--- config.mk ---
export PLATFORM = sky130hd
export DESIGN_NAME = bml_div_cell
export DESIGN_NICKNAME = d
export VERILOG_FILES = /design/src/hw/rtl/bml_pkg.sv /design/src/hw/rtl/bml_div_cell.sv
export SDC_FILE = /design/constraint.sdc
export NUM_CORES = 1
export LEC_CHECK = 0
export BUFFER_PORTS_ARGS = -buffer_cell sky130_fd_sc_hd__buf_2
export CORE_AREA = 2 2 225 227
export CTS_CLUSTER_DIAMETER = 120
export DETAILED_ROUTE_END_ITERATION = 10
export DIE_AREA = 0 0 227 229
export PLACE_DENSITY = 0.6
export SKIP_LAST_GASP = 1
export SYNTH_ARGS = -nofsm -noshare
export SYNTH_HDL_FRONTEND = slang
export SYNTH_SLANG_ARGS = --single-unit
export TNS_END_PERCENT = 5
--- constraint.sdc ---
create_clock -name clk -period 1 [get_ports clk]
set_input_delay 0.1 -clock clk [delete_from_list [all_inputs] [get_ports clk]]
set_output_delay 0.1 -clock clk [all_outputs]
set_load 0.1 [all_outputs]
--- src/hw/rtl/bml_pkg.sv ---
// Shared types, widths and angle constants for the bicycle model linearizer.
package bml_pkg;

	localparam int AX_W    = 40;  // atan CORDIC x/y width
	localparam int AZ_W    = 34;  // CORDIC angle accumulator width
	localparam int CX_W    = 34;  // cosine CORDIC x/y width
	localparam int DEN_W   = 47;  // divisor L*c*c
	localparam int Q_W     = 32;  // quotient bits produced by the divider chain
	localparam int MAX_ITER = 32;

	localparam logic [AX_W-1:0] ATAN_X0    = AX_W'(64'd67108864);
	localparam logic [CX_W-1:0] COS_GAIN   = CX_W'(64'd652032874);
	localparam logic [15:0]     ANGLE_MAX  = 16'd25736;
	localparam logic [15:0]     COS_ONE    = 16'd32768;
	localparam logic [31:0]     SAT_POS    = 32'h7FFF_FFFF;
	localparam logic [31:0]     SAT_NEG    = 32'h8000_0000;

	localparam logic [1:0] REG_WHEEL_BASE  = 2'd0;
	localparam logic [1:0] REG_STEER_LIMIT = 2'd1;
	localparam logic [1:0] REG_TIME_STEP   = 2'd2;

	localparam logic [29:0] ARC_TABLE [MAX_ITER] = '{
		30'h3243F6A8, 30'h1DAC6705, 30'h0FADBAFC, 30'h07F56EA6, 30'h03FEAB76,
		30'h01FFD55B, 30'h00FFFAAA, 30'h007FFF55, 30'h003FFFEA, 30'h001FFFFD,
		30'h000FFFFF, 30'h0007FFFF, 30'h0003FFFF, 30'h0001FFFF, 30'h0000FFFF,
		30'h00007FFF, 30'h00003FFF, 30'h00001FFF, 30'h00000FFF, 30'h000007FF,
		30'h000003FF, 30'h000001FF, 30'h000000FF, 30'h0000007F, 30'h0000003F,
		30'h0000001F, 30'h0000000F, 30'h00000008, 30'h00000004, 30'h00000002,
		30'h00000001, 30'h00000000
	};

	typedef struct packed {
		logic [30:0] pm;
		logic        pneg;
		logic        tneg;
		logic        tzero;
		logic [15:0] wb;
		logic [14:0] lim;
	} atan_side_t;

	typedef struct packed {
		logic [30:0] pm;
		logic        pneg;
		logic        dneg;
		logic [15:0] dr;
		logic [14:0] dm;
		logic [15:0] wb;
	} cos_side_t;

	typedef struct packed {
		logic [30:0]      pm;
		logic             pneg;
		logic             oneg;
		logic [15:0]      dr;
		logic [DEN_W-1:0] den;
		logic             g_zero;
		logic             g_ovf;
		logic             o_zero;
		logic             o_ovf;
	} div_side_t;

endpackage

--- src/hw/rtl/bml_div_cell.sv ---
// One restoring-division step for both the gain and the offset quotient.
module bml_div_cell (
	input  logic                           clk,
	input  logic                           arst_n,
	input  logic                           en,
	input  logic                           valid_i,
	input  logic [bml_pkg::DEN_W-1:0]      rg_i,
	input  logic [bml_pkg::Q_W-1:0]        qg_i,
	input  logic [bml_pkg::DEN_W-1:0]      ro_i,
	input  logic [bml_pkg::Q_W-1:0]        qo_i,
	input  logic [bml_pkg::Q_W-1:0]        lo_i,
	input  bml_pkg::div_side_t             side_i,
	output logic                           valid_q,
	output logic [bml_pkg::DEN_W-1:0]      rg_q,
	output logic [bml_pkg::Q_W-1:0]        qg_q,
	output logic [bml_pkg::DEN_W-1:0]      ro_q,
	output logic [bml_pkg::Q_W-1:0]        qo_q,
	output logic [bml_pkg::Q_W-1:0]        lo_q,
	output bml_pkg::div_side_t             side_q
);
	logic [bml_pkg::DEN_W:0] tg, to;
	logic                    fit_g, fit_o;

	// Gain numerator has all-zero low bits; offset shifts in its next bit.
	assign tg    = {rg_i, 1'b0};
	assign to    = {ro_i, lo_i[bml_pkg::Q_W-1]};
	assign fit_g = tg >= {1'b0, side_i.den};
	assign fit_o = to >= {1'b0, side_i.den};

	always_ff @(posedge clk or negedge arst_n) begin
		if (!arst_n) begin
			valid_q <= 1'b0;
		end else if (en) begin
			valid_q <= valid_i;
		end
	end

	always_ff @(posedge clk) begin
		if (en) begin
			side_q <= side_i;
			lo_q   <= {lo_i[bml_pkg::Q_W-2:0], 1'b0};
			rg_q   <= fit_g ? bml_pkg::DEN_W'(tg - {1'b0, side_i.den})
				: bml_pkg::DEN_W'(tg);
			ro_q   <= fit_o ? bml_pkg::DEN_W'(to - {1'b0, side_i.den})
				: bml_pkg::DEN_W'(to);
			qg_q   <= {qg_i[bml_pkg::Q_W-2:0], fit_g};
			qo_q   <= {qo_i[bml_pkg::Q_W-2:0], fit_o};
		end
	end
endmodule

======== After elaboration in Yosys (flattened, before gate mapping) ========
Index checks and enable logic that the tools add are counted.
operators by class
  reduce and logical (&&, ||, !) cells .... 0
  $lt $le $gt $ge ......................... 2
  shifts and indexed selects .............. 0
  mux-type cells .......................... 2
  equal/unequal tests ..................... 0
  bitwise operators ....................... 0
  $mul .................................... 0
  div/mod/pow operators ................... 0
  $add $sub $neg .......................... 2
operators with widths
  operator                                          number
  48-bit by 47-bit >= comparator with 1-bit output  2
  47-bit 2-to-1 mux                                 2
  47-bit subtractor                                 2
word-level totals
  input bits .............................. 294
  bits in read-only memories .............. 0
  bits in latches ......................... 0
  memories kept ........................... 0
  memory bits (writable) .................. 0
  register bits ........................... 290

======== Longest topological paths before layout ========
  depth in word-level cells ............... 2
  gate-level depth with buffers ........... 14
  depth with buffers taken out ............ 12

======== Worst setup path before layout ========
Ideal clock, no wire load.
  path type ............................... input to register
  start ................................... input side_i[4] in the netlist's numbering
  end ..................................... register rg_q[1] in the netlist's numbering (data pin)
  setup slack ............................. -1736 ps
  data required time ...................... 738 ps
  library setup time ...................... 262 ps
  data arrival time ....................... 2474 ps
  stages on the path ...................... 11
  path through ............................ inv_1 > fa_1 > a211oi_1 > nor4_1 > o311ai_1 > o311ai_2 > o211ai_1 > and3_1 > buf_4 > buf_4 > mux2_1
between the ends
  longest elaborated chain between the ends .. 2
  elaborated cells on any way between the ends .. 3
ends and longest elaborated chain
  item                                                                                          RTL line                                text
  start, declared                                                                               bml_div_cell.sv:12                      input bml_pkg::div_side_t side_i,
  47-bit subtractor / 48-bit by 47-bit >= comparator with 1-bit output (equally long branches)  bml_div_cell.sv:42, bml_div_cell.sv:27
  47-bit 2-to-1 mux (*)                                                                         bml_div_cell.sv:42                      rg_q <= fit_g ? bml_pkg::DEN_W'(tg - {1'b0, side_i.den})
  end signal, assigned                                                                          bml_div_cell.sv:42
  end, declared                                                                                 bml_div_cell.sv:14                      output logic [bml_pkg::DEN_W-1:0] rg_q,
Mark *: on every way between the ends. The rest lies on a longest branch, timed or not.
A chain may end at the register's enable or synchronous reset.

======== Final worst setup path ========
  start ................................... input side_i[37] in the netlist's numbering
  end ..................................... register ro_q[30] in the netlist's numbering (data pin)
between the ends
  longest elaborated chain between the ends .. 2
ends and longest elaborated chain
  item                                              RTL line            text
  48-bit by 47-bit >= comparator with 1-bit output  bml_div_cell.sv:28  assign fit_o = to >= {1'b0, side_i.den};
  47-bit 2-to-1 mux                                 bml_div_cell.sv:44  ro_q <= fit_o ? bml_pkg::DEN_W'(to - {1'b0, side_i.den})
  end signal, assigned                              bml_div_cell.sv:44
  end, declared                                     bml_div_cell.sv:16  output logic [bml_pkg::DEN_W-1:0] ro_q,
No other way between the ends.

==> key figures <==
Run status
  – Status: finished with violations
  – Failing checks: setup timing

Power and ir drop
  – Clk network pwr share: 0.246
  – Pleak: 0.01399 uW
  – Switching Fraction: 0.3945
  – P_sw: 21,490 uW
  – Final total power: 54,470 uW
  – Int Power: 32,980 uW
  – Pwr per Cell Area: 1669 nW/um^2
  – Comb pwr share: 0.457
  – Peak VDD IR: 1078 uV
  – Register share of total power: 0.297

Synth
  – Synth async-reset ratio: 0.003448
  – Library cells used by synthesis: 77
  – Register area share after synthesis: 0.5610
  – Post-Syn Area: 15,510 sq um
  – Most used DFF post-synth: edfxtp_1
  – Post-Syn Instances: 1,363
  – Avg Cell Area, Syn: 11.38 sq um
  – Post-synth net total: 1,753
  – Post-synth EDFFs: 289
  – Number of synthesized register bits: 290
  – Yosys Warn Count: 0

Critical path
  – Slowest-stage cell, CP: a211o_1
  – CP Class: in -> reg
  – Slowest cell delay on critical path: 0.35 ns
  – Flop2flop setup slack: 0.21 ns
  – Crit-path cells: buf_8, clkinvlp_4, buf_6, ha_4, a21o_1, a21o_1, a21o_1, a21oi_2, o221ai_2, a211o_1, a211oi_4, buf_6, buf_4, mux2_4
  – Startpoint types: primary input
  – CP required: 1.29 ns
  – CP arrival: 2.69 ns
  – CP Max Fanout: 4
  – Reg2reg path depth: 1
  – RR Endpoint: valid_q$_DFFE_PN0P_
  – Critical path's most frequent cell: a21o_1
  – Kind of end point of the critical path: register
  – R2R Path Start: valid_q$_DFFE_PN0P_

STA
  – Slew @ Worst Pin: 0.5029 ns
  – Post-route minimum period: 2.398 ns
  – Unrepaired setup endpoints after global routing: true
  – Setup_tns: -202.43 ns
  – Slew headroom: 0.6627
  – Clock Skew: 0 ns
  – Final period util: 2.398
  – # setup viols final: 544
  – Fmax achieved: 0.4169 GHz
  – Final hold viol count: 0
  – Setup ws final: -1.398 ns
  – Max-slew violation count: 0

Worst hold path
  – Hold Crit Class: in -> reg
  – Hold Path Stages: 4
  – Hold Startpoint: rg_i[28]
  – Hold Crit Endpoint: rg_q[29]$_DFFE_PP_

Cells and area
  – Seq. cell area: 8703 sq um
  – Final nets: 3,066
  – Synthesis-to-finish area growth: 110.3%
  – Fill count: 3,544
  – Most frequent cells in the layout: 407 x buf_4, 313 x buf_12, 290 x dlygate4sd3_1
  – Multi-input combinational cell area: 7380 sq um
  – Layout cell share with drive strength beyond 1: 0.4730
  – Most common cell after layout, fill and taps aside: buf_4

Flow run
  – MaxCap Viol Count: 0

Global routing
  – Initial antenna violation count: 15
  – Global-route usage over all layers: 0.2649
  – First-pass GRT wire length: 103,400 microns
  – Largest net degree at the start of global routing: 31
  – Vias in the first global route: 17,070
  – GRT overflow: 0

Floorplanning
  – Die width: 227 microns
  – Die area: 51,980 sq um
  – Starting Density: 0.3124
  – Core ar.: 49,660 sq um
  – Die height: 229 microns
  – Io pins: 585
  – Row count: 82

Clocking
  – TritonCTS clock tree: yes
  – Root Driver: clkbuf_16
  – CTS Buffer Depth: 3
  – CTS clock-pin slew for the worst setup and hold paths: 0.06 ns
  – Clk_lat worst skew: 0.54 ns
  – CTS buffer count: 36
  – H-tree depth: 2
  – CTS sink count: 290

Drt
  – Vias post-DR: 16,690
  – Routed wire per std cell: 21.48 microns
  – Vias per cell: 4.927
  – Routed Antenna Nets: 0
  – Final WL: 72,740 microns
  – Iter 0 DRT Violations: 988
  – Drt pass-1 iters: 5
  – DRC Markers: 0

Place
  – Post-DP HPWL: 52,880 microns
  – IO buf count: 581
  – Placer Congestion: 0.9513
-- per-layer routing --
metal  vias up  wire (microns)  GRT usage
li1       7794               -          -
met1      8037           27380     0.3020
met2       687           36710     0.4694
met3       163            5362    0.06363
met4         8            3246     0.1129
met5         -              42          0
-- metrics by stage --
stage / hold slack, ns / setup WS [ns] / util / cell area [sq um] / cells
2_1_floorplan: -0.1956 / -1.495 / - / 15920 / 1363
3_3_place_gp: -0.1236 / -2.122 / 0.5454 / 27080 / 2981
3_5_place_dp: -0.1231 / -2.163 / 0.5454 / 27080 / 2981
4_1_cts: 0.01419 / -1.424 / 0.6375 / 31660 / 3354
5_1_grt: 0.04229 / -1.476 / 0.6568 / 32620 / 3380
6_report: 0.02293 / -1.398 / 0.6572 / 32630 / 3387
-- Yosys cell counts (26+ instances only) --
| master | number | area [sq um] |
|---|---|---|
| inv_1 | 74 | 277.8 |
| ha_1 | 94 | 1176 |
| xor2_1 | 38 | 332.8 |
| a21oi_1 | 94 | 470.5 |
| a21o_1 | 46 | 345.3 |
| o21ai_0 | 132 | 660.6 |
| nand2_1 | 159 | 596.8 |
| edfxtp_1 | 289 | 8678 |
| nor2_1 | 60 | 225.2 |
| nand3_1 | 26 | 130.1 |
| clkbuf_1 | 27 | 101.4 |
| xnor2_1 | 39 | 341.6 |
-- how the worst max path moves through the flow --
stage                     startpoint                 end  slack (ns)  depth (start not counted)
after floorplan             lo_i[31]  ro_q[30]$_DFFE_PP_       -1.50                         12
after global placement    side_i[37]  rg_q[39]$_DFFE_PP_       -2.12                         14
after detailed placement   side_i[4]  rg_q[39]$_DFFE_PP_       -2.16                         13
after CTS                    rg_i[0]   rg_q[1]$_DFFE_PP_       -1.42                         11
after global routing      side_i[42]  ro_q[43]$_DFFE_PP_       -1.48                         15
final                     side_i[37]  ro_q[30]$_DFFE_PP_       -1.40                         14
-- power by group through the flow --
stage | logic [uW] | registers (uW) | clock network (uW)
2_1_floorplan | 3980 | 24700 | 0
3_3_place_gp | 22400 | 16300 | 0
3_5_place_dp | 22600 | 16400 | 0
4_1_cts | 24000 | 16200 | 13600
5_1_grt | 25800 | 16300 | 14100
6_report | 24900 | 16200 | 13400
-- critical path, delay by kind of cell --
| kind | cells | cell delay, ns |
|---|---|---|
| AOI/OAI and AO/OA | 7 | 1.39 |
| adders and majority gates | 1 | 0.21 |
| buffers and inverters | 5 | 0.70 |
| muxes | 1 | 0.29 |
-- registers in the layout, indices dropped and copies added (netlist names) --
register and cells:
ro_q 47, qg_q 32, qo_q 32, side_q 100, rg_q 47, valid_q 1
lo_q 31
-- timing repair --
action | in CTS | in global routing
setup buffers | 14 | 14
pin swaps | 32 | 68
endpoints found under the hold margin | 288 | 0
cloned | 5 | 8
resized for setup | 59 | 178
hold buffers | 290 | 0
endpoints found under the setup margin | 386 | 542
-- area by class of cell --
cell class,count,area share
Antenna cell,13,0.0009969
Clock buffer,40,0.02807
Clock inverter,24,0.008358
Inverter,74,0.009815
Multi-Input combinational cell,952,0.2261
Sequential cell,290,0.2667
Tap cell,672,0.02576
Timing Repair Buffer,1322,0.4342
-- cell families after synthesis --
group	count (synthesis)	share of synthesized area
buf+inv	121	0.03258
fa+ha+maj	96	0.07839
xor+xnor	77	0.04347
compound gates	413	0.1719
simple gates	359	0.1084
other cells	1	0.0002417
flops	290	0.5610
mux	6	0.004113
Note: power is estimated with default switching activity, not from simulation.
