<file path="src/hw/rtl/bml_pkg.sv">
// Shared types, widths and angle constants for the bicycle model linearizer.
package bml_pkg;

	localparam int AX_W    = 40;  // atan CORDIC x/y width
	localparam int AZ_W    = 34;  // CORDIC angle accumulator width
	localparam int CX_W    = 34;  // cosine CORDIC x/y width
	localparam int DEN_W   = 47;  // divisor L*c*c
	localparam int Q_W     = 32;  // quotient bits produced by the divider chain
	localparam int MAX_ITER = 32;

	localparam logic [AX_W-1:0] ATAN_X0    = AX_W'(64'd67108864);
	localparam logic [CX_W-1:0] COS_GAIN   = CX_W'(64'd652032874);
	localparam logic [15:0]     ANGLE_MAX  = 16'd25736;
	localparam logic [15:0]     COS_ONE    = 16'd32768;
	localparam logic [31:0]     SAT_POS    = 32'h7FFF_FFFF;
	localparam logic [31:0]     SAT_NEG    = 32'h8000_0000;

	localparam logic [1:0] REG_WHEEL_BASE  = 2'd0;
	localparam logic [1:0] REG_STEER_LIMIT = 2'd1;
	localparam logic [1:0] REG_TIME_STEP   = 2'd2;

	localparam logic [29:0] ARC_TABLE [MAX_ITER] = '{
		30'h3243F6A8, 30'h1DAC6705, 30'h0FADBAFC, 30'h07F56EA6, 30'h03FEAB76,
		30'h01FFD55B, 30'h00FFFAAA, 30'h007FFF55, 30'h003FFFEA, 30'h001FFFFD,
		30'h000FFFFF, 30'h0007FFFF, 30'h0003FFFF, 30'h0001FFFF, 30'h0000FFFF,
		30'h00007FFF, 30'h00003FFF, 30'h00001FFF, 30'h00000FFF, 30'h000007FF,
		30'h000003FF, 30'h000001FF, 30'h000000FF, 30'h0000007F, 30'h0000003F,
		30'h0000001F, 30'h0000000F, 30'h00000008, 30'h00000004, 30'h00000002,
		30'h00000001, 30'h00000000
	};

	typedef struct packed {
		logic [30:0] pm;
		logic        pneg;
		logic        tneg;
		logic        tzero;
		logic [15:0] wb;
		logic [14:0] lim;
	} atan_side_t;

	typedef struct packed {
		logic [30:0] pm;
		logic        pneg;
		logic        dneg;
		logic [15:0] dr;
		logic [14:0] dm;
		logic [15:0] wb;
	} cos_side_t;

	typedef struct packed {
		logic [30:0]      pm;
		logic             pneg;
		logic             oneg;
		logic [15:0]      dr;
		logic [DEN_W-1:0] den;
		logic             g_zero;
		logic             g_ovf;
		logic             o_zero;
		logic             o_ovf;
	} div_side_t;

endpackage

</file>
<file path="src/hw/rtl/bml_cos_cell.sv">
// One rotation CORDIC step of the cosine chain.
module bml_cos_cell #(
	parameter int STEP = 0
) (
	input  logic                          clk,
	input  logic                          arst_n,
	input  logic                          en,
	input  logic                          valid_i,
	input  logic signed [bml_pkg::CX_W-1:0] x_i,
	input  logic signed [bml_pkg::CX_W-1:0] y_i,
	input  logic signed [bml_pkg::AZ_W-1:0] z_i,
	input  bml_pkg::cos_side_t            side_i,
	output logic                          valid_q,
	output logic signed [bml_pkg::CX_W-1:0] x_q,
	output logic signed [bml_pkg::CX_W-1:0] y_q,
	output logic signed [bml_pkg::AZ_W-1:0] z_q,
	output bml_pkg::cos_side_t            side_q
);
	logic signed [bml_pkg::CX_W-1:0] dx, dy;
	logic signed [bml_pkg::AZ_W-1:0] arc;

	assign dx  = y_i >>> STEP;
	assign dy  = x_i >>> STEP;
	assign arc = $signed(bml_pkg::AZ_W'(bml_pkg::ARC_TABLE[STEP]));

	always_ff @(posedge clk or negedge arst_n) begin
		if (!arst_n) begin
			valid_q <= 1'b0;
		end else if (en) begin
			valid_q <= valid_i;
		end
	end

	always_ff @(posedge clk) begin
		if (en) begin
			side_q <= side_i;
			if (!z_i[bml_pkg::AZ_W-1]) begin
				x_q <= x_i - dx;
				y_q <= y_i + dy;
				z_q <= z_i - arc;
			end else begin
				x_q <= x_i + dx;
				y_q <= y_i - dy;
				z_q <= z_i + arc;
			end
		end
	end
endmodule

</file>
<file path="config.mk">
export PLATFORM = sky130hd
export DESIGN_NAME = bml_cos_cell
export DESIGN_NICKNAME = d
export VERILOG_FILES = /design/src/hw/rtl/bml_pkg.sv /design/src/hw/rtl/bml_cos_cell.sv
export SDC_FILE = /design/constraint.sdc
export NUM_CORES = 1
export LEC_CHECK = 0
export BUFFER_PORTS_ARGS = -buffer_cell sky130_fd_sc_hd__buf_2
export CAP_MARGIN = 0
export CORE_UTILIZATION = 54
export CTS_CLUSTER_DIAMETER = 80
export CTS_CLUSTER_SIZE = 25
export DETAILED_ROUTE_END_ITERATION = 8
export MAX_ROUTING_LAYER = met4
export PLACE_DENSITY = 0.92
export SLEW_MARGIN = 20
export SYNTH_ARGS = -nofsm -noshare
export SYNTH_HDL_FRONTEND = slang
export SYNTH_SLANG_ARGS = --single-unit
</file>
<file path="constraint.sdc">
create_clock -name clk -period 1.15 [get_ports clk]
set_clock_uncertainty 0.1 [all_clocks]
set_input_delay 0.23 -clock clk [delete_from_list [all_inputs] [get_ports clk]]
set_output_delay 0.23 -clock clk [all_outputs]
set_load 0.02 [all_outputs]
</file>
==> results of run 1 <==
-- kinds of logic after synthesis --
| logic type | Yosys count |
|---|---|
| AOI/OAI and AO/OA | 414 |
| and+or+nand+nor | 302 |
| DFF | 182 |
| buffers and inverters | 161 |
| adders and majority gates | 132 |
| xor gates and xnor gates | 86 |
| muxes | 23 |
-- stage by stage --
step / setup TNS, ps / setup slack (ps)
after global placement: -131160 / -1904
after detailed placement: -137780 / -1958
after floorplan: -92240 / -1886
==> flow_summary_export.csv, run 1 <==
group,metric,value,unit
status,outcome,"stopped before the end",
status,stop_stage,"4_1_cts",
status,error,"[ERROR DPL-0038] Utilization greater than 100%, impossible to legalize",
synth,synth_compound_area_share,20.98,%
synth,synthXorXnorAreaFrac,5.817,%
placed_design,place.port_buffers,368,
synth,synth_flop_cell,"edfxtp_1",
cts,cts_setup_buffers,92,
cts,hold_buffers,86,
synth,synth_edf_count,181,
synth,synth_fp_nets,1618,
synth,synth-simple-area-share,11.37,%
placed_design,hpwl,41.20,mm
synth,synth_common_cells,"edfxtp_1 (181), ha_1 (128), a21oi_1 (124)",
synth,yosys_register_bits,182,
synth,seq_area_frac_synth,42.17,%
floorplan,die_y,156.9,µm
floorplan,ioPinCount,369,
cts,cts_root_buf,"clkbuf_16",
floorplan,fp.dieW,156.9,µm
floorplan,num_rows,56,
cts,htreeDepth,4,
synth,yosys_warnings,0,
synth,synth_area_leaders,"edfxtp_1 (42%), ha_1 (12%), a21oi_1 (4.8%), xnor2_1 (4.7%), inv_1 (3.1%)",
synth,synth_area,0.01295,mm²
synth,synth.mux.area_fraction,1.807,%
synth,ys_types,80,
placed_design,place_area,0.01929,mm²
placed_design,dp.cells,2386,
synth,yosysMostFrequentCell,"edfxtp_1",
synth,synth_top_family_by_area,"compound AO/OA/AOI/OAI gates",
cts,numClockSinks,182,
synth,syn_inst,1300,
synth,synth_fa_ha_area_share,12.99,%
placed_design,gp_congestion,1.159,
synth,synth_top_area_share,41.98,%
synth,synth_area_leader_cell,"edfxtp_1",
cts,post_cts_resized,531,
floorplan,start_util,55.17,%
synth,async_flop_share,0.5495,%
cts,cts_buffers,17,
synth,synth.avg_cell_area,9.961,µm²
cts,clock_path_buffers,2,
==> inputs of run 2 (changes only) <==
Settings changed: CORE_UTILIZATION 54 to 40, CTS_CLUSTER_DIAMETER 80 to default, CTS_CLUSTER_SIZE 25 to default, MAX_ROUTING_LAYER met4 to default, PLACE_DENSITY 0.92 to default, PLACE_DENSITY_LB_ADDON from default to 0.15.
==> run 2 against run 1 <==
  * The flow now finishes, with violations (setup timing)
  * Area after synthesis did not move
  * Synthesized cell count is the same
==> flow_summary_export.csv, run 2 <==
group,metric,value,unit
timing,worst-slew-pin-transition,485.3,ps
worst_setup_path,crit_chain,"buf_6 -> buf_4 -> fa_2 -> nand2b_4 -> a21oi_4 -> o2111ai_4 -> a211oi_4 -> nor4_4 -> buf_4 -> o21bai_1 -> buf_4 -> o311ai_2 -> xnor2_1",
worst_setup_path,slowest_stage,"fa_2",
timing,post-route-period-util,218.7,%
cts,numClockSinks,182,
worst_setup_path,crit_top_cell,"buf_4",
timing,setup_viol,275,
floorplan,num_rows,65,
synth,ys_types,80,
cells_and_area,final_common_cell,"buf_4",
worst_setup_path,reg2reg_slack,130,ps
worst_setup_path,max_stage_delay,420,ps
cts,htreeDepth,4,
worst_hold_path,holdCritPathClass,"input port to flop",
route,firstDrtPassIters,5,
cts,clock_latency,460,ps
timing,maxSlewHeadroom,66.81,%
route,antenna_left,0,
placed_design,dp.cells,2503,
timing,fmax,0.3977,GHz
pwr,p_comb_share,46.7,%
synth,yosys_register_bits,182,
pwr,seq_power_share,31.4,%
placed_design,hpwl,42.09,mm
floorplan,die_y,181.9,µm
worst_hold_path,min_to,"z_q[4]",
cts,cts_buffers,17,
cells_and_area,area_delta_synth_final,95.34,%
global_route,track_usage,33.77,%
global_route,grt_max_degree,52,
global_route,grt_pass1_wl,85.37,mm
route,num_vias,15092,
floorplan,start_util,40.82,%
pwr,p_sw,10360,µW
cells_and_area,drive_gt1_share,57.73,%
cells_and_area,fin_cells,2732,
cts,cts_tree,"yes",
floorplan,fp.dieW,181.9,µm
worst_setup_path,critPathArrivalTime,2610,ps
worst_setup_path,r2r_start,"valid_q",
cells_and_area,most-common-layout-cells,"buf_4 (486), buf_6 (235), buf_2 (197)",
placed_design,gp_congestion,0.9581,
global_route,grt_overflow,0,
synth,syn_inst,1300,
timing,setup_ws,-1365,ps
placed_design,place.port_buffers,368,
worst_setup_path,timing.rr.end,"valid_q",
timing,slew_viol_final,0,
route,drtIter0Drc,1262,
worst_setup_path,crit_type,"input port to flop",
synth,synth_common_cells,"edfxtp_1 (181), ha_1 (128), a21oi_1 (124)",
floorplan,coreArea,0.03172,mm²
cells_and_area,nNetsFinal,2628,
worst_setup_path,path_max_fanout,5,
status,outcome,"finished, violations left",
cells_and_area,ff_latch_area,0.005460,mm²
global_route,grt_pass1_vias,14933,
cells_and_area,final_area,0.02529,mm²
synth,yosys_warnings,0,
worst_hold_path,min_from,"z_i[3]",
placed_design,place_area,0.01966,mm²
cts,clock_path_buffers,2,
synth,synth.avg_cell_area,9.961,µm²
timing,hold_viol_final,0,
synth,seq_area_frac_synth,42.17,%
floorplan,die-area,0.03309,mm²
floorplan,ioPinCount,369,
pwr,p_sw_share,36.57,%
timing,fin_crit,2515,ps
cts,cts.reportedPaths.clkPinSlew,80,ps
synth,synth_area_leader_cell,"edfxtp_1",
route,wirelength,61.18,mm
timing,grt_setup_unrepaired,"true",
route,drc,0,
synth,synth_fp_nets,1618,
cts,cts_root_buf,"clkbuf_16",
synth,async_flop_share,0.5495,%
pwr,p_leak,0.01106,µW
cells_and_area,largest_register_ffs,80,
worst_setup_path,critPathRequiredTime,1250,ps
worst_setup_path,path_delay_family,"compound AO/OA/AOI/OAI gates",
worst_setup_path,reg2regPathDepth,2,
worst_setup_path,critical_path.startpoint_type,"input port",
route,wire_per_inst,22.39,µm
cells_and_area,multi_input_area,0.009380,mm²
worst_setup_path,endpoint_kind,"flop",
placed_design,dp_slack,-2092,ps
synth,yosysMostFrequentCell,"edfxtp_1",
global_route,antenna_found_initial,7,
job,max_cap_viol_count,0,
worst_setup_path,crit_buf_inv,4,
synth,synth_area_leaders,"edfxtp_1 (42%), ha_1 (12%), a21oi_1 (4.8%), xnor2_1 (4.7%), inv_1 (3.1%)",
cells_and_area,nFillCells,1933,
pwr,clockPowerShare,21.9,%
status,violations,"setup timing",
synth,synth_area,0.01295,mm²
pwr,vdd_drop_max,0.001077,V
synth,synth_top_area_share,41.98,%
pwr,p_per_area,1120,mW/mm²
synth,synth_edf_count,181,
cells_and_area,regMostFlops,"side_q",
synth,synth_flop_cell,"edfxtp_1",
worst_hold_path,worstHoldPathCells,2,
route,vias_per_cell,5.524,
pwr,internal_power,17980,µW
cells_and_area,top_regs,"side_q: 80 flops, x_q: 34 flops, z_q: 34 flops",
==> run 2: cell counts after synthesis <==
No cell type changed its count.
==> run 2: routing by layer <==
layer	vias to the layer above	GRT usage (%)	share of wire [%]
met5	-	0	0
met4	0	19.06	5.7
met3	175	4.332	7.0
met2	772	57.80	49
met1	7331	41.09	38
li1	6814	-	-
==> run 2: cell families after synthesis <==
group / after synthesis / synth area share (%)
AOI/OAI and AO/OA: 414 / 20.98
xor gates and xnor gates: 86 / 5.817
adders and majority gates: 132 / 12.99
buffers and inverters: 161 / 4.870
DFF: 182 / 42.17
muxes: 23 / 1.807
and+or+nand+nor: 302 / 11.37
==> run 2: worst max path at each step <==
stage,slack [ps],depth (start not counted),end,from
after floorplan,-1890,12,z_q[29],z_i[33]
after global placement,-2050,11,z_q[29],z_i[33]
after detailed placement,-2090,11,z_q[33],z_i[33]
after CTS,-1290,12,x_q[31],x_i[12]
after global routing,-1370,13,y_q[33],x_i[12]
final,-1360,13,x_q[30],y_i[1]
==> run 2: worst register-to-register path, stage by stage, from the launching register on <==
cell and delay [ps]:
dfrtp_1 420, buf_4 140, mux2_2 260
==> run 2: per-stage QoR <==
| stage | util, % | power, µW | setup TNS (ps) | hold WS (ps) |
|---|---|---|---|---|
| detailed placement | 61.98 | 18450 | -140500 | -94.60 |
| global placement | 61.98 | 18340 | -138650 | -95.67 |
| global route | 79.74 | 29220 | -132210 | 46.85 |
| floorplan | - | 13780 | -92240 | -165.6 |
| CTS | 75.14 | 26820 | -115920 | 44.95 |
| finish | 79.75 | 28340 | -124190 | 52.88 |
==> run 2: power groups by stage <==
stage               clock network, µW  registers (µW)  logic, µW
CTS                              6200            8830      11800
finish                           6190            8900      13200
detailed placement                  0            8850       9590
floorplan                           0            9860       3920
global route                     6440            8950      13800
global placement                    0            8840       9500
==> run 2: cell type report <==
type | instances | area share [%]
diodes | 7 | 0.06925
clock buffers | 17 | 1.682
repair buffers | 1036 | 34.69
inverters | 116 | 2.122
clock inverters | 15 | 0.7766
flip-flops and latches | 182 | 21.59
well taps | 402 | 1.989
multi-input cells | 957 | 37.08
==> run 2: what timing repair did <==
action,4_1_cts,5_1_grt
gates cloned,2,1
buffers inserted,81,51
gates resized for setup,491,280
hold endpoints to repair,85,0
hold buffers,86,0
setup endpoints to repair,276,275
pin swaps,152,143
No activity file was read; power rests on OpenSTA's default activity.
==> inputs of run 3 (changes only) <==
Settings changed: CAP_MARGIN 0 to default.
Clock period 1.15 ns to 2.6 ns, I/O delays scaled along.
==> run 3 against run 2 <==
  * Count of clock-buffer cells in the layout stayed put
  * Die area stayed put
  * Via count is 10% lower
  * Non-clock buffer count is 173 lower
  * Flip-flop and latch count stayed put
  * Cell count is 6.3% lower
  * The run still ends with setup timing left
  * Sequential power is 57% lower
  * Critical endpoint is now x_q[14]
  * Sequential share of layout area is 3.6 points higher
  * Critical path depth is 1 lower
==> flow_summary_export.csv, run 3 (synthesis results as in run 2) <==
group,metric,value,unit
global_route,track_usage,29.51,%
route,drtIter0Drc,826,
cells_and_area,most-common-layout-cells,"buf_4 (454), buf_2 (348), edfxtp_1 (181)",
worst_setup_path,critPathRequiredTime,2690,ps
cts,htreeDepth,4,
cells_and_area,finish.utilization,68.23,%
placed_design,place.port_buffers,368,
cells_and_area,largest_register_ffs,80,
route,wirelength,50.55,mm
cts,cts.reportedPaths.clkPinSlew,80,ps
global_route,grt_max_degree,58,
floorplan,num_rows,65,
global_route,grt_pass1_wl,74.58,mm
timing,maxSlewHeadroom,42.90,%
pwr,p_per_area,523.6,mW/mm²
worst_setup_path,endpoint_kind,"flop",
worst_setup_path,critPathArrivalTime,2830,ps
floorplan,coreArea,0.03172,mm²
status,outcome,"finished, violations left",
global_route,grt_pass1_vias,13146,
timing,slew_viol_final,0,
worst_setup_path,crit_start,"y_i[9]",
worst_setup_path,r2r_start,"valid_q",
route,antenna_left,0,
worst_hold_path,holdCritPathClass,"input port to flop",
timing,fmax,0.3660,GHz
worst_setup_path,critical_path.startpoint_type,"input port",
worst_hold_path,min_from,"side_i[30]",
status,violations,"setup timing",
timing,fin_crit,2732,ps
timing,setup_viol,35,
floorplan,ioPinCount,369,
cells_and_area,drive_gt1_share,53.81,%
placed_design,dp_slack,-778.8,ps
placed_design,place_area,0.01894,mm²
floorplan,start_util,40.82,%
worst_setup_path,crit_type,"input port to flop",
global_route,grt_overflow,0,
cts,cts_root_buf,"clkbuf_16",
route,wire_per_inst,19.75,µm
route,num_vias,13570,
cells_and_area,area_delta_synth_final,67.14,%
job,max_cap_viol_count,0,
cts,cts_buffers,17,
placed_design,hpwl,39.93,mm
worst_setup_path,reg2reg_slack,1760,ps
placed_design,gp_congestion,0.9715,
timing,post-route-period-util,105.1,%
floorplan,die-area,0.03309,mm²
cts,clock_path_buffers,2,
pwr,p_leak,0.009662,µW
cells_and_area,regMostFlops,"side_q",
floorplan,die_y,181.9,µm
timing,worst-slew-pin-transition,856.5,ps
cells_and_area,top_regs,"side_q: 80 flops, x_q: 34 flops, z_q: 34 flops",
global_route,antenna_found_initial,9,
cells_and_area,nNetsFinal,2455,
cells_and_area,nFillCells,2577,
timing,hold_viol_final,0,
route,vias_per_cell,5.301,
floorplan,fp.dieW,181.9,µm
cells_and_area,final_common_cell,"buf_4",
cts,numClockSinks,182,
worst_setup_path,path_max_fanout,6,
cells_and_area,final_area,0.02164,mm²
pwr,vdd_drop_max,0.0004908,V
timing,setup_ws,-131.9,ps
cts,cts_tree,"yes",
route,drc,0,
cts,clock_latency,440,ps
route,firstDrtPassIters,5,
timing,grt_setup_unrepaired,"true",
[run 3: critical path: stages]
cell and delay [ps]:
buf_8 100, ha_4 230, buf_12 130, buf_8 120
buf_6 110, a221o_1 450, buf_4 200, o31ai_4 230
a21oi_2 110, o31ai_2 270, mux2i_1 160, xnor2_1 170
[run 3: stage by stage]
| step | total power (µW) | instances | TNS [ps] | hold slack (ps) |
|---|---|---|---|---|
| final | 11330 | 2560 | -2289 | 146.2 |
| after global routing | 11790 | 2559 | -4700 | 124.9 |
| after CTS | 10980 | 2517 | -865.9 | 132.6 |
| after detailed placement | 7955 | 2457 | -39570 | 199.5 |
| after global placement | 7925 | 2457 | -38200 | 199.0 |
| after floorplan | 5992 | 1300 | -4840 | 124.4 |
[run 3: cell type report]
cell class,instances,area (µm²),share of cell area [%]
Multi-Input combinational cell,957,8542,39.47
Antenna cell,8,20.02,0.09250
Timing Repair Buffer,863,5983,27.65
Tap cell,402,503.0,2.324
Clock inverter,15,212.7,0.9828
Sequential cell,182,5460,25.23
Clock buffer,17,425.4,1.966
Inverter,116,495.5,2.289
[run 3: timing repair]
item,4_1_cts,5_1_grt
endpoints found under the hold margin,1,0
gates resized for setup,150,184
pin swaps,71,129
setup buffers,27,39
cloned,0,1
hold buffers,1,0
endpoints found under the setup margin,56,55
[run 3: per-layer routing]
metal	GRT usage (%)	share of wire, %	up-vias
met5	0	0	-
met4	12.91	4.2	0
met3	4.432	6.1	97
met2	50.38	49	522
met1	37.00	41	6452
li1	-	-	6499
[run 3: report_power, final]
group	internal (µW)	total, µW	switching (µW)
clock network	1350	2770	1420
registers	3710	3820	118
logic	2130	4740	2610
total	7190	11300	4140
[run 3: path summary, 6_finish.rpt]
path	endpoint	cells past startpoint
max	x_q[14]	12
min	side_q[30]	1
max reg2reg	valid_q	1
min reg2reg	valid_q	1
max in group asynchronous	valid_q	2
min in group asynchronous	valid_q	2
==> inputs of run 4 (changes only) <==
Settings changed: ABC_AREA from default to 1, CTS_CLUSTER_SIZE from default to 8.
==> run 4 against run 3 <==
  * Non-clock buffer count shrank 168
  * Largest power group unchanged
  * Critical path depth up 2
  * Count of clock-buffer cells in the layout unchanged
  * Clock power decreased by 1%
  * Synthesized cell count grew 44%
  * Total power down 8.3%
  * Sequential power down 2%
  * The run now ends clean
  * Flip-flop and latch count unchanged
  * Area after synthesis rose by 11%
==> flow_summary_export.csv, run 4 <==
group,metric,value,unit
job,max_cap_viol_count,0,
timing,grt_setup_unrepaired,"false",
global_route,grt.busiest_layer,"met2",
route,num_vias,15112,
synth,async_flop_share,0.5495,%
worst_hold_path,worstHoldPathCells,1,
cts,cts_root_buf,"clkbuf_16",
route,antenna_left,0,
cts,htreeDepth,4,
synth,synth.mux.area_fraction,0.2181,%
worst_setup_path,slowest_stage,"fa_1",
placed_design,hpwl,43.02,mm
pwr,p_comb_share,37.6,%
cts,numClockSinks,182,
synth,synth_area_leaders,"edfxtp_1 (38%), nand2_1 (12%), ha_1 (11%), inv_1 (6.0%), a21oi_1 (5.6%)",
worst_hold_path,holdCritPathClass,"input port to flop",
pwr,p_sw,3819,µW
synth,synth.avg_cell_area,7.673,µm²
worst_setup_path,endpoint_kind,"flop",
route,firstDrtPassIters,8,
cells_and_area,area_delta_synth_final,36.65,%
worst_setup_path,crit_buf_inv,2,
placed_design,gp_congestion,0.9799,
pwr,p_leak,0.009868,µW
floorplan,start_util,41.11,%
timing,post-route-period-util,94.35,%
global_route,met3_usage,3.066,%
timing,slew_viol_final,0,
timing,hold_viol_final,0,
pwr,vdd_drop_max,0.0005072,V
floorplan,ioPinCount,369,
synth,yosys_register_bits,182,
pwr,clockPowerShare,26.3,%
cells_and_area,nFillCells,3416,
global_route,grt_pass1_wl,76.80,mm
pwr,p_sw_share,36.76,%
cells_and_area,nNetsFinal,2857,
cells_and_area,regMostFlops,"side_q",
synth,yosysMostFrequentCell,"nand2_1",
route,drc,0,
synth,synth_fa_ha_area_share,11.73,%
global_route,grt_util_met1,35.71,%
synth,yosys_warnings,0,
route,drtIter0Drc,1039,
worst_setup_path,critical_path.startpoint_type,"input port",
worst_setup_path,crit_chain,"buf_2 -> inv_1 -> ha_1 -> fa_1 -> o21ai_1 -> nand2_1 -> nand2_1 -> nand2_1 -> nand2_1 -> nand2_1 -> nand2_1 -> nand2_1 -> nand3_1 -> nand2_1",
worst_setup_path,path_max_fanout,4,
worst_setup_path,crit_start,"x_i[0]",
placed_design,place_area,0.01898,mm²
global_route,grt_pass1_vias,14762,
synth,synth_top_area_share,37.90,%
timing,hold_slack,134.4,ps
timing,fmax,0.4076,GHz
cts,cts.reportedPaths.clkPinSlew,80,ps
pwr,finalPower,10390,µW
route,vias_per_cell,5.027,
synth,seq_area_frac_synth,38.08,%
worst_setup_path,max_stage_delay,450,ps
synth,synth_fp_nets,2187,
worst_setup_path,worstSetupEndpoint,"x_q[32]",
worst_setup_path,cp_num_cells,14,
cells_and_area,most-common-layout-cells,"nand2_1 (477), buf_2 (367), buf_4 (323)",
worst_setup_path,critPathRequiredTime,2710,ps
floorplan,fp.dieW,191.3,µm
timing,worst-slew-pin-transition,817.3,ps
floorplan,num_rows,68,
pwr,p_per_area,530.1,mW/mm²
global_route,track_usage,27.58,%
cts,cts_setup_buffers,0,
timing,maxSlewHeadroom,45.51,%
worst_setup_path,path_delay_family,"simple AND/OR/NAND/NOR gates",
placed_design,place.port_buffers,368,
pwr,seq_power_share,36.2,%
synth,synth_edf_count,181,
synth,synth_common_cells,"nand2_1 (477), inv_1 (228), edfxtp_1 (181)",
synth,synthXorXnorAreaFrac,2.993,%
cells_and_area,top_regs,"side_q: 80 flops, x_q: 34 flops, z_q: 34 flops",
cts,cts_buffers,17,
floorplan,die-area,0.03661,mm²
worst_setup_path,reg2reg_slack,1740,ps
cts,clock_path_buffers,2,
worst_setup_path,timing.rr.end,"valid_q",
global_route,grt_overflow,0,
cells_and_area,largest_register_ffs,80,
worst_setup_path,reg2regPathDepth,1,
synth,synth_area,0.01434,mm²
floorplan,coreArea,0.03488,mm²
cells_and_area,antenna_cells,0,
timing,setup_ws,146.9,ps
synth,synth_compound_area_share,13.15,%
cells_and_area,final_area,0.01960,mm²
synth,synth_area_leader_cell,"edfxtp_1",
synth,synth-simple-area-share,25.69,%
worst_setup_path,r2r_start,"valid_q",
global_route,antenna_found_initial,0,
placed_design,dp_slack,-312.0,ps
cts,cts_tree,"yes",
timing,fin_crit,2453,ps
cells_and_area,final_common_cell,"nand2_1",
synth,synth_flop_cell,"edfxtp_1",
timing,setup_viol,0,
pwr,internal_power,6569,µW
route,wire_per_inst,17.07,µm
cells_and_area,drive_gt1_share,30.38,%
route,wirelength,51.30,mm
synth,syn_inst,1869,
worst_setup_path,crit_top_cell,"nand2_1",
synth,ys_types,45,
synth,synth_top_family_by_area,"simple AND/OR/NAND/NOR gates",
global_route,grt_max_degree,72,
status,outcome,"completed",
floorplan,die_y,191.3,µm
global_route,grt.met2_usage,47.31,%
cts,clock_latency,450,ps
cells_and_area,finish.utilization,56.18,%
worst_setup_path,crit_type,"input port to flop",
worst_setup_path,critPathArrivalTime,2570,ps
==> run 4: cell types whose count changed after synthesis, moves of 17 or more <==
cell,delta
o21ai_0,+28
inv_1,+120
mux2i_1,-18
xnor2_1,-64
buf_4,+17
a211oi_1,-29
xor2_1,+27
nor2_1,+89
nand2_1,+401
nand2b_1,-18
nand3_1,+134
a21oi_1,+36
==> run 4: worst min path at each step <==
stage,slack [ps],start,endpoint
floorplan,120,arst_n,valid_q
global placement,200,arst_n,valid_q
detailed placement,200,arst_n,valid_q
CTS,120,side_i[17],side_q[17]
global route,110,side_i[4],side_q[4]
finish,130,side_i[17],side_q[17]
==> run 4: routing by layer <==
metal  routed length (µm)  part of all wire, %
met5                    0                    0
met4                 1446                  2.8
met3                 2822                  5.5
met2                24260                   47
met1                22770                   44
==> run 4: power by group through the flow <==
stage	Clock (µW)	Combinational, µW	Sequential [µW]
4_1_cts	2780	3880	3760
3_5_place_dp	0	3870	3820
6_report	2730	3900	3760
3_3_place_gp	0	3840	3820
2_1_floorplan	0	1630	4260
5_1_grt	2890	4250	3790
==> run 4: logic make-up after synthesis <==
logic type                 Yosys count
adders and majority gates          132
buffers and inverters              284
muxes                                3
DFF                                182
AOI/OAI and AO/OA                  343
xor gates and xnor gates            49
and+or+nand+nor                    876
==> run 4: final cells by class <==
| class | instances | area (µm²) | area share, % |
|---|---|---|---|
| Tap cell | 455 | 569.3 | 2.905 |
| Multi-Input combinational cell | 1403 | 7714 | 39.36 |
| Timing Repair Buffer | 695 | 4345 | 22.17 |
| Sequential cell | 182 | 5460 | 27.86 |
| Inverter | 240 | 900.9 | 4.597 |
| Clock inverter | 14 | 181.4 | 0.9258 |
| Clock buffer | 17 | 425.4 | 2.171 |
==> run 4: through the flow <==
stage / cells / TNS, ps
floorplan: 1869 / 0
global placement: 2974 / -8537
detailed placement: 2974 / -9969
CTS: 3006 / 0
global route: 3006 / 0
finish: 3006 / 0
==> run 4: what timing repair did <==
| action | in CTS | in global routing |
|---|---|---|
| hold buffers | 1 | 0 |
| gates resized for setup | 0 | 1 |
| endpoints found under the setup margin | 0 | 3 |
| endpoints found under the hold margin | 1 | 0 |
